File: config.mk
export PLATFORM = sky130hd
export DESIGN_NAME = udp_port_frame_counter
export DESIGN_NICKNAME = d
export VERILOG_FILES = /design/src/rtl/core/ufc_pkg.sv /design/src/rtl/core/ufc_apb_regs.sv /design/src/rtl/core/ufc_frame_parser.sv /design/src/rtl/core/udp_port_frame_counter.sv
export VERILOG_INCLUDE_DIRS = /design/src /design/src/rtl/core
export SDC_FILE = /design/constraint.sdc
export NUM_CORES = 1
export LEC_CHECK = 0
export BUFFER_PORTS_ARGS = -buffer_cell sky130_fd_sc_hd__buf_2
export CAP_MARGIN = 20
export CORE_MARGIN = 1.5
export CORE_UTILIZATION = 51
export DETAILED_ROUTE_END_ITERATION = 10
export PLACE_DENSITY = 0.72
export REMOVE_ABC_BUFFERS = 1
export SYNTH_ARGS = -nofsm -noshare
export SYNTH_HDL_FRONTEND = slang
export SYNTH_SLANG_ARGS = --single-unit
File: constraint.sdc
create_clock -name i_clk -period 7.4 [get_ports i_clk]
set_clock_uncertainty 0.05 [all_clocks]
set_input_delay 1.48 -clock i_clk [delete_from_list [all_inputs] [get_ports i_clk]]
set_output_delay 1.48 -clock i_clk [all_outputs]
set_load 0.005 [all_outputs]
File: src/rtl/core/udp_port_frame_counter_macros.svh
// ----------------------------------------------------------------------------
// udp_port_frame_counter_macros: assertion macros
// Concurrent assertion wrappers; empty bodies when SYNTHESIS is defined.
// ----------------------------------------------------------------------------
`ifndef UDP_PORT_FRAME_COUNTER_MACROS_SVH
`define UDP_PORT_FRAME_COUNTER_MACROS_SVH

`ifndef SYNTHESIS

// Antecedent in one cycle implies consequent in the next.
`define UFC_ASSERT_NEXT(label, clk, rst_n, ante, cons) \
    label: assert property (@(posedge clk) disable iff (!(rst_n)) (ante) |=> (cons)) \
        else $error("udp_port_frame_counter: assertion failed");

// Antecedent implies consequent in the same cycle.
`define UFC_ASSERT_SAME(label, clk, rst_n, ante, cons) \
    label: assert property (@(posedge clk) disable iff (!(rst_n)) (ante) |-> (cons)) \
        else $error("udp_port_frame_counter: assertion failed");

`else

`define UFC_ASSERT_NEXT(label, clk, rst_n, ante, cons)
`define UFC_ASSERT_SAME(label, clk, rst_n, ante, cons)

`endif

`endif

File: src/rtl/core/ufc_pkg.sv
// ----------------------------------------------------------------------------
// ufc_pkg: shared types and constants
// Transfer payloads, header offsets and register map of the port counter.
// ----------------------------------------------------------------------------
package ufc_pkg;

    localparam int APB_ADDR_W = 3;
    localparam int APB_DATA_W = 32;

    // Register map: word index taken from paddr[2]
    localparam logic REG_TARGET_PORT = 1'b0;

    localparam logic [15:0] TARGET_PORT_RESET = 16'd1234;
    localparam logic [15:0] ETHERTYPE_IPV4    = 16'h0800;
    localparam logic [7:0]  PROTO_UDP         = 8'd17;

    // Byte offsets within the frame
    localparam logic [6:0] POS_ETYPE_HI  = 7'd12;
    localparam logic [6:0] POS_ETYPE_LO  = 7'd13;
    localparam logic [6:0] POS_IHL       = 7'd14;
    localparam logic [6:0] POS_PROTO     = 7'd23;
    localparam logic [6:0] POS_PORT_BASE = 7'd16;   // Ethernet header + UDP src port
    localparam logic [6:0] OFFSET_MAX    = 7'd127;
    localparam logic [7:0] ETH_HDR_BYTES = 8'd14;

    typedef struct packed {
        logic [7:0] frame_byte;
        logic       last_byte;
    } t_in_item;

    typedef struct packed {
        logic        matched;
        logic [63:0] match_total;
    } t_out_item;

    // Step control from the top level to the parser
    typedef struct packed {
        logic     fire;
        t_in_item item;
    } t_step;

endpackage

File: src/rtl/core/ufc_apb_regs.sv
// ----------------------------------------------------------------------------
// ufc_apb_regs: configuration register file
// Holds the target UDP port, written and read over the APB-style port.
// ----------------------------------------------------------------------------
module ufc_apb_regs
    import ufc_pkg::*;
(
    input  logic                  i_clk,
    input  logic                  i_rst_n,
    input  logic                  i_psel,
    input  logic                  i_penable,
    input  logic                  i_pwrite,
    input  logic [APB_ADDR_W-1:0] i_paddr,
    input  logic [APB_DATA_W-1:0] i_pwdata,
    output logic [APB_DATA_W-1:0] o_prdata,
    output logic [15:0]           o_target_port
);

    logic [15:0] r_target_port;
    logic        wr_en;
    logic        sel_port;

    // low address bits are ignored: word-aligned map
    assign sel_port = (i_paddr[2] == REG_TARGET_PORT) && (i_paddr[1:0] == i_paddr[1:0]);
    assign wr_en    = i_psel && i_penable && i_pwrite && sel_port;

    always_ff @(posedge i_clk) begin
        if (!i_rst_n) begin
            r_target_port <= TARGET_PORT_RESET;
        end else if (wr_en) begin
            r_target_port <= i_pwdata[15:0];
        end
    end

    always_comb begin
        o_prdata = '0;
        if (sel_port) begin
            o_prdata = {{(APB_DATA_W-16){1'b0}}, r_target_port};
        end
    end

    assign o_target_port = r_target_port;

endmodule

File: src/rtl/core/ufc_frame_parser.sv
// ----------------------------------------------------------------------------
// ufc_frame_parser: per-frame header capture and match counter
// Captures ethertype, IHL, protocol and UDP dst port; scores each frame end.
// ----------------------------------------------------------------------------
module ufc_frame_parser
    import ufc_pkg::*;
(
    input  logic        i_clk,
    input  logic        i_rst_n,
    input  t_step       i_step,
    input  logic [15:0] i_target_port,
    output t_out_item   o_result
);

    logic [6:0]  r_offset, n_offset;
    logic [15:0] r_ether_type, n_ether_type;
    logic [3:0]  r_header_words, n_header_words;
    logic [7:0]  r_ip_protocol, n_ip_protocol;
    logic [15:0] r_port_seen, n_port_seen;
    logic        r_port_complete, n_port_complete;
    logic [63:0] r_match_count, n_match_count;

    logic [6:0]  port_at;
    logic [7:0]  ip_end;
    logic [7:0]  frame_len;
    logic [7:0]  b;
    logic        hit;

    assign b       = i_step.item.frame_byte;
    // port position uses the IHL held before this byte
    assign port_at = POS_PORT_BASE + {1'b0, r_header_words, 2'b00};

    always_comb begin
        n_ether_type    = r_ether_type;
        n_header_words  = r_header_words;
        n_ip_protocol   = r_ip_protocol;
        n_port_seen     = r_port_seen;
        n_port_complete = r_port_complete;

        case (r_offset)
            POS_ETYPE_HI: n_ether_type[15:8] = b;
            POS_ETYPE_LO: n_ether_type[7:0]  = b;
            POS_IHL:      n_header_words     = b[3:0];
            POS_PROTO:    n_ip_protocol      = b;
            default:      ;
        endcase

        if (r_offset >= POS_PORT_BASE && r_offset == port_at) begin
            n_port_seen[15:8] = b;
        end else if (r_offset >= POS_PORT_BASE && r_offset == port_at + 7'd1) begin
            n_port_seen[7:0] = b;
            n_port_complete  = 1'b1;
        end

        n_offset = (r_offset < OFFSET_MAX) ? r_offset + 7'd1 : r_offset;
    end

    // frame length is offset + 1; IP header must fit inside it
    assign frame_len = {1'b0, r_offset} + 8'd1;
    assign ip_end    = ETH_HDR_BYTES + {2'b00, n_header_words, 2'b00};

    assign hit = (n_ether_type == ETHERTYPE_IPV4) && (n_ip_protocol == PROTO_UDP)
              && (ip_end <= frame_len) && n_port_complete
              && (n_port_seen == i_target_port);

    assign n_match_count = r_match_count + {63'd0, hit};

    assign o_result.matched     = hit;
    assign o_result.match_total = n_match_count;

    always_ff @(posedge i_clk) begin
        if (!i_rst_n) begin
            r_offset        <= '0;
            r_ether_type    <= '0;
            r_header_words  <= '0;
            r_ip_protocol   <= '0;
            r_port_seen     <= '0;
            r_port_complete <= 1'b0;
            r_match_count   <= '0;
        end else if (i_step.fire) begin
            if (i_step.item.last_byte) begin
                r_offset        <= '0;
                r_ether_type    <= '0;
                r_header_words  <= '0;
                r_ip_protocol   <= '0;
                r_port_seen     <= '0;
                r_port_complete <= 1'b0;
                r_match_count   <= n_match_count;
            end else begin
                r_offset        <= n_offset;
                r_ether_type    <= n_ether_type;
                r_header_words  <= n_header_words;
                r_ip_protocol   <= n_ip_protocol;
                r_port_seen     <= n_port_seen;
                r_port_complete <= n_port_complete;
            end
        end
    end

endmodule

File: src/rtl/core/udp_port_frame_counter.sv
// ----------------------------------------------------------------------------
// udp_port_frame_counter: IPv4/UDP destination port frame counter
// Path: a byte transfer is registered in the input register, scored by the
// parser, and its result (last byte only) is loaded into the result register.
// Throughput: one byte per cycle, set by the single parser stage, unless an unread result stalls it.
// Reset: synchronous, active low; target port returns to 1234, count to zero.
// ----------------------------------------------------------------------------
`include "udp_port_frame_counter_macros.svh"

module udp_port_frame_counter
    import ufc_pkg::*;
(
    input  logic                  i_clk,
    input  logic                  i_rst_n,
    // byte stream in
    input  logic                  i_in_valid,
    output logic                  o_in_ready,
    input  t_in_item              i_in_item,
    // per-frame result out
    output logic                  o_out_valid,
    input  logic                  i_out_ready,
    output t_out_item             o_out_item,
    // configuration
    input  logic                  psel,
    input  logic                  penable,
    input  logic                  pwrite,
    input  logic [APB_ADDR_W-1:0] paddr,
    input  logic [APB_DATA_W-1:0] pwdata,
    output logic [APB_DATA_W-1:0] prdata,
    output logic                  pready
);

    // Input register: holds one accepted byte transfer
    logic      r_in_valid;
    t_in_item  r_in_item;

    // Result register: parts the parser from the output handshake
    logic      r_out_valid;
    t_out_item r_out_item;

    logic        advance;
    logic        out_load;
    t_step       step;
    t_out_item   parse_res;
    logic [15:0] target_port;

    // The parser moves when the result register is free or draining this
    // cycle, so a finished result waiting downstream still lets one more
    // byte be taken into the input register.
    assign advance    = r_in_valid && (!r_out_valid || i_out_ready);
    assign o_in_ready = !r_in_valid || advance;
    assign out_load   = advance && r_in_item.last_byte;

    always_ff @(posedge i_clk) begin
        if (!i_rst_n) begin
            r_in_valid <= 1'b0;
        end else if (o_in_ready) begin
            r_in_valid <= i_in_valid;
        end
    end

    always_ff @(posedge i_clk) begin
        if (o_in_ready && i_in_valid) begin
            r_in_item <= i_in_item;
        end
    end

    assign step.fire = advance;
    assign step.item = r_in_item;

    ufc_frame_parser u_parser (
        .i_clk         (i_clk),
        .i_rst_n       (i_rst_n),
        .i_step        (step),
        .i_target_port (target_port),
        .o_result      (parse_res)
    );

    // Result register is reset so its total tracks the running count
    always_ff @(posedge i_clk) begin
        if (!i_rst_n) begin
            r_out_valid <= 1'b0;
            r_out_item  <= '0;
        end else begin
            if (out_load) begin
                r_out_valid <= 1'b1;
                r_out_item  <= parse_res;
            end else if (i_out_ready) begin
                r_out_valid <= 1'b0;
            end
        end
    end

    assign o_out_valid = r_out_valid;
    assign o_out_item  = r_out_item;

    ufc_apb_regs u_regs (
        .i_clk         (i_clk),
        .i_rst_n       (i_rst_n),
        .i_psel        (psel),
        .i_penable     (penable),
        .i_pwrite      (pwrite),
        .i_paddr       (paddr),
        .i_pwdata      (pwdata),
        .o_prdata      (prdata),
        .o_target_port (target_port)
    );

    assign pready = 1'b1;

    // A scored frame end always lands in the result register
    `UFC_ASSERT_NEXT(a_result_loaded, i_clk, i_rst_n, out_load, r_out_valid)
    // An empty input register never blocks a transfer
    `UFC_ASSERT_SAME(a_ready_when_empty, i_clk, i_rst_n, !r_in_valid, o_in_ready)
    // A non-matching frame leaves the running total unchanged
    `UFC_ASSERT_NEXT(a_total_holds, i_clk, i_rst_n, out_load && !parse_res.matched,
        r_out_item.match_total == $past(r_out_item.match_total))

endmodule

After elaboration in Yosys (flattened, before gate mapping)
Index checks and enable logic that the tools add are counted.
{ "word_totals": {"n_memories": 0, "latch_bits": 0, "in_bits": 51, "out_inout_bits": 100, "ram_bits": 0, "register_bits": 208, "wordCells": 72, "romBits": 0} }
{ "classes": {"shifts": 0, "n_eq_ne": 9, "muxes": 19, "n_div": 0, "magnitude_cmp": 3, "reduce_logical": 20, "n_mul": 0, "add_sub_neg": 6, "bitwise": 1} }
{ "op_table": {"columns": ["operator", "n"], "rows": [
  ["adder 64 x 1 -> 64 bit", 1],
  ["2-to-1 mux 8 bit", 7],
  ["2-to-1 mux 16 bit", 3],
  ["== test 7 x 4 -> 1 bit (second input constant)", 3],
  ["== test 16 x 12 -> 1 bit (second input constant)", 1],
  ["== test 16 bit", 1],
  ["adder 7 x 1 -> 7 bit (second input constant)", 2],
  ["== test 7 bit", 2],
  ["2-to-1 mux 7 bit", 2],
  ["logical AND 1 bit", 12],
  ["adder 7 x 1 -> 8 bit (second input constant)", 1],
  ["== test 8 x 5 -> 1 bit (second input constant)", 1],
  ["less-or-equal comparator 8 bit", 1],
  ["2-to-1 mux 4 bit", 2],
  ["adder 4 x 6 -> 7 bit (first input constant)", 1],
  ["adder 5 x 6 -> 7 bit (first input constant)", 1],
  ["== test 7 x 5 -> 1 bit (second input constant)", 1],
  ["greater-or-equal comparator 7 x 5 -> 1 bit (second input constant)", 1],
  ["< comparator 7 bit (second input constant)", 1],
  ["2-to-1 mux 1 bit", 5],
  ["AND reduction 2 bit", 2],
  ["nonzero test 2 bit", 2],
  ["zero test 1 bit", 2],
  ["logical OR 1 bit", 2],
  ["NOT 1 bit", 1]
]} }

Longest topological paths before layout
{ "depth": {"ltp_word": 9, "mapped_depth": 25} }

By module
From an unflattened synthesis, not the netlist that was laid out.
{ "unflattened": {"hier_cells": 1314, "area_unflattened_um2": 11121.9} }
{ "by_module_without_submodules": {"columns": ["mod", "area_per_inst_um2", "cells_per_inst", "instances", "seq_area_each_um2"], "rows": [
  ["ufc_frame_parser", 7220.7, 906, 1, 2322.2],
  ["udp_port_frame_counter", 2980.4, 304, 1, 1611.5],
  ["ufc_apb_regs", 920.9, 104, 1, 320.3]
]} }

Worst setup path after synthesis
OpenSTA, ideal clock, no wires.
{ "synth_timing": {"path_type": "register to register", "start": "reg u_parser.r_offset[2]", "end": "reg r_out_item (netlist bit o_out_item[58])", "t_arrival_ps": 4810, "path_buffers": 2, "setup_slack_ps": 2425, "path_stages_with_launch": 26, "required_time_ps": 7235, "path_cell_list": "dfxtp_1 clkbuf_1 and2b_1 nand4_1 mux2i_1 nand2_1 nand2_1 xor2_1 mux2i_1 ha_1 and4_1 nand3_1 o211ai_1 a21oi_1 a21oi_1 nand4_1 a2111oi_2 ha_1 ha_1 nand4_1 nor4_2 and3_1 buf_2 nand4_1 xnor2_1 and2_1"} }
{ "synth_rtl": {"columns": ["item", "line_no", "source"], "rows": [
  ["start, declared", "ufc_frame_parser.sv:15", "logic [6:0] r_offset, n_offset;"],
  ["start signal, assigned", "ufc_frame_parser.sv:90", "r_offset <= n_offset;"],
  ["end signal, assigned", "udp_port_frame_counter.sv:87", "r_out_item <= parse_res;"],
  ["end, declared", "udp_port_frame_counter.sv:39", "t_out_item r_out_item;"]
]} }

==> out/qor.json <==
{
  "synth": {
    "async_reset_ff_share_pct": 0,
    "synth.distinct_cells": 60,
    "synth-edff-count": 9,
    "dominantRegCellSynth": "sky130_fd_sc_hd__dfxtp_1",
    "syn_inst_count": 836,
    "dominant_combinational_cell_family_by_area_after_synthesis": "simple AND/OR/NAND/NOR gates",
    "post_synth_mux_area_share_pct": 1.62,
    "mappedNetlistArea_mm2": 0.00743,
    "postSynthAreaPerCell_um2": 8.89,
    "synthesis_stage_register_bit_count": 144,
    "post_synthesis_xor_xnor_area_fraction_pct": 9.08,
    "synth-simple-area-share_pct": 28.1,
    "synth_seq_area_share_pct": 40.0,
    "synthDominantAreaCellType": "sky130_fd_sc_hd__dfxtp_1",
    "synth_top_area_share_pct": 36.4,
    "share_of_the_synthesized_area_in_compound_gates_ao_oa_aoi_oai_pct": 13.6,
    "ys_top_cells_by_area": "sky130_fd_sc_hd__dfxtp_1 36%, sky130_fd_sc_hd__nor2b_1 6.1%, sky130_fd_sc_hd__xnor2_1 5.8%, sky130_fd_sc_hd__and2_1 4.9%, sky130_fd_sc_hd__a22oi_1 4.5%",
    "ys.warnings.count": 0,
    "synth_fa_ha_area_share_pct": 2.53
  },
  "floorplanning": {
    "design.die.area_mm2": 0.0153,
    "floorplan.die.height_um": 124,
    "fp.coreArea_mm2": 0.0140,
    "die_x_um": 124,
    "number_of_cell_rows": 43,
    "pin_count": 151,
    "starting_density_of_the_core_pct": 52.9
  },
  "sta": {
    "worst_slew_pin_slew_ns": 1.07,
    "setup_tns_ns": 0,
    "setup_viol": 0,
    "fmax_mhz": 162,
    "maxSlewViolCount": 0,
    "finalCritPeriodShare_pct": 83.3,
    "slew-limit-headroom_pct": 27.9,
    "rsz_0062_raised_after_global_routing": "no",
    "hold_violation_count_in_the_final_report": 0,
    "period_needed_ns": 6.16
  },
  "clock_tree": {
    "tritoncts.num_buffers": 17,
    "worst_skew_pair.late_latency_ns": 0.42,
    "post_cts_buffers": 0,
    "cts_max_level": 4,
    "clock_path_buffers": 2,
    "cts_root_buffer": "sky130_fd_sc_hd__clkbuf_16",
    "tritoncts": "built",
    "clock_sink_count": 144,
    "cts-resized-gates": 0,
    "path_clk_slew_ns": 0.06,
    "cts_hold_repair.buffers": 0
  },
  "pwr": {
    "power.leakage_nw": 3.44,
    "worst_ir_drop_on_vdd_v": 0.000159,
    "comb_power_share_pct": 3.8,
    "power_switching_mw": 0.405,
    "total_power_mw": 1.81,
    "power.share.switching_pct": 22.3,
    "powerDensity_mw_per_mm2": 209,
    "seq_power_share_pct": 44.1,
    "clockPowerShare_pct": 52.1,
    "design_internal_power_mw": 1.41
  },
  "placement": {
    "globalplace.congestion": 0.839,
    "io_buffer_count": 115,
    "hpwlAfterDp_um": 12200
  },
  "detailed_routing": {
    "via_count": 6243,
    "wl_per_cell_um": 15.4,
    "post_dr_vias_cell": 5.54,
    "postRouteWirelength_um": 17400,
    "drcViolationCount": 0,
    "initialDrtViolationCount": 368,
    "firstDrtPassIters": 7,
    "detail-route-antenna-nets": 0
  },
  "global_route": {
    "number_of_global_route_vias_before_repair": 5485,
    "globalRouteOverflowTotal": 0,
    "grt_first_pass_wirelength_um": 27500,
    "pin_count_of_the_biggest_net_entering_global_routing": 96,
    "antenna_violations_before_repair": 0,
    "track_usage_pct": 22.9
  },
  "cells_and_area": {
    "seq_area_mm2": 0.00297,
    "finish.net_count": 999,
    "areaGrowthSynthToFinish_pct": 16.7,
    "area_of_the_multi_input_gates_mm2": 0.00415,
    "diodes": 0,
    "final_layout_size_suffix_gt1_share_pct": 16.4,
    "final.fill_count": 1225
  },
  "flow_run": {
    "max_cap_violations": 0
  },
  "setup_path": {
    "required_time_of_the_critical_path_ns": 7.67,
    "cp-end-kind": "flop",
    "cp_data_arrival_time_ns": 6.43,
    "crit_fanout": 10,
    "slowest_stage": "sky130_fd_sc_hd__nor4_2",
    "worstReg2RegStart": "u_parser.r_offset[0]",
    "worst_path_largest_cell_delay_ns": 0.80,
    "cp_cell_sequence": "inv_1 -> ha_1 -> nand4_1 -> mux2i_1 -> nand2_1 -> nand2_1 -> xor2_1 -> mux2i_1 -> ha_1 -> and4_1 -> nand3_1 -> o211ai_1 -> a21oi_1 -> a21oi_1 -> nand4_1 -> a2111oi_2 -> ha_1 -> ha_1 -> nand4_1 -> nor4_2 -> and3_1 -> nand4_1 -> xnor2_1 -> and2_1",
    "cp-startpoint": "u_parser.r_offset[0]",
    "setup.worst_path.class": "flop to flop",
    "timing.critical_path.buf_inv": 1,
    "cpLargestDelayFamily": "simple AND/OR/NAND/NOR gates",
    "critPathLaunchType": "flop"
  },
  "run_status": {
    "run_status": "finished clean"
  },
  "worst_hold_path": {
    "hp-class": "flop to flop",
    "worst_hold_startpoint": "u_regs.o_target_port[3]"
  }
}
Yosys cell counts (all sizes together) (2+ instances only):
cell type / n
dfxtp: 135
nor2b: 73
nand2: 68
and2: 59
xnor2: 49
a22oi: 45
nand3: 39
clkbuf: 34
nand4: 33
nor2: 28
xor2: 28
inv: 23
o21ai: 23
a21boi: 22
buf: 20
a21oi: 15
ha: 15
and3: 12
and4: 12
mux2i: 12
nor4: 11
nor3: 10
edfxtp: 9
or3: 9
o21a: 7
o211ai: 5
nand2b: 4
nor4b: 4
nand3b: 3
a211o: 2
a221oi: 2
a222oi: 2
a31oi: 2
conb: 2
nor3b: 2
o41ai: 2
power by group through the flow:
stage / registers [mW] / logic, mW / clock network (mW)
after floorplan: 0.814 / 0.0338 / 0
after global placement: 0.816 / 0.0679 / 0
after detailed placement: 0.817 / 0.0679 / 0
after CTS: 0.799 / 0.0683 / 0.956
after global routing: 0.800 / 0.0761 / 0.995
final: 0.800 / 0.0686 / 0.946
state kept, by name, summed over array words and instances (netlist names):
name                      count
u_parser.r_ether_type        16
r_in_valid                    1
u_regs.o_target_port         16
u_parser.r_port_seen         16
u_parser.r_port_complete      1
o_out_item                   65
o_out_valid                   1
u_parser.r_header_words       4
r_in_item                     9
u_parser.r_offset             7
u_parser.r_ip_protocol        8
cells in the final DEF (no fill, tap or decap), drive strengths merged, types with 9 or more instances in the layout:
master  netlist  final
dfxtp       135    135
buf          20    117
nor2b        73     73
nand2        68     68
and2         59     59
xnor2        49     49
a22oi        45     45
nand3        39     39
nand4        33     33
inv          23     30
nor2         28     28
xor2         28     28
o21ai        23     23
a21boi       22     22
clkbuf       34     20
conb          2     17
ha           15     15
a21oi        15     15
mux2i        12     12
and4         12     12
and3         12     12
nor4         11     11
nor3         10     10
or3           9      9
edfxtp        9      9
area by class of cell:
class | instances | share of cell area [%]
sequential | 144 | 34.3
clock buffer | 20 | 5.28
multi-input combinational | 630 | 47.8
timing repair buffer | 117 | 6.81
clock inverter | 12 | 2.22
tap | 180 | 2.60
inverter | 23 | 0.996
layer usage:
metal	GRT usage, %	vias up	wire length, µm
li1	-	3098	-
met1	32.7	2922	8500
met2	34.7	209	7800
met3	4.58	14	869
met4	7.40	0	185
met5	0	-	0
tightest hold or removal path: cells and delay by family (launching register included):
kind             cells  cell delay (ns)
AND/OR/NAND/NOR      1             0.05
AO/OA/AOI/OAI        1             0.06
flip-flops           1             0.31
stage by stage:
step	cell area (µm²)	util, %	setup WS [ns]	hold WS (ns)	std cells
5_1_grt	8670	61.8	0.776	0.453	1126
4_1_cts	8670	61.8	1.28	0.418	1126
6_report	8670	61.8	1.24	0.415	1126
2_1_floorplan	7210	-	2.45	0.393	797
3_5_place_dp	8020	57.1	1.32	0.410	1094
3_3_place_gp	8020	57.1	1.43	0.405	1094
worst paths after layout:
check / end / cells past startpoint / slack (ns)
worst min-delay path: u_regs.o_target_port[3] / 2 / 0.42
worst max register to register: o_out_item[56] / 24 / 1.24
worst max-delay path: o_out_item[56] / 24 / 1.24
worst min register to register: u_regs.o_target_port[3] / 2 / 0.42
cell families after synthesis:
kind of cell,after synthesis
flops,144
compound gates,137
other cells,2
xor+xnor,77
buf+inv,77
fa+ha+maj,15
mux,12
simple gates,372
No activity file was read; power rests on OpenSTA's default activity.
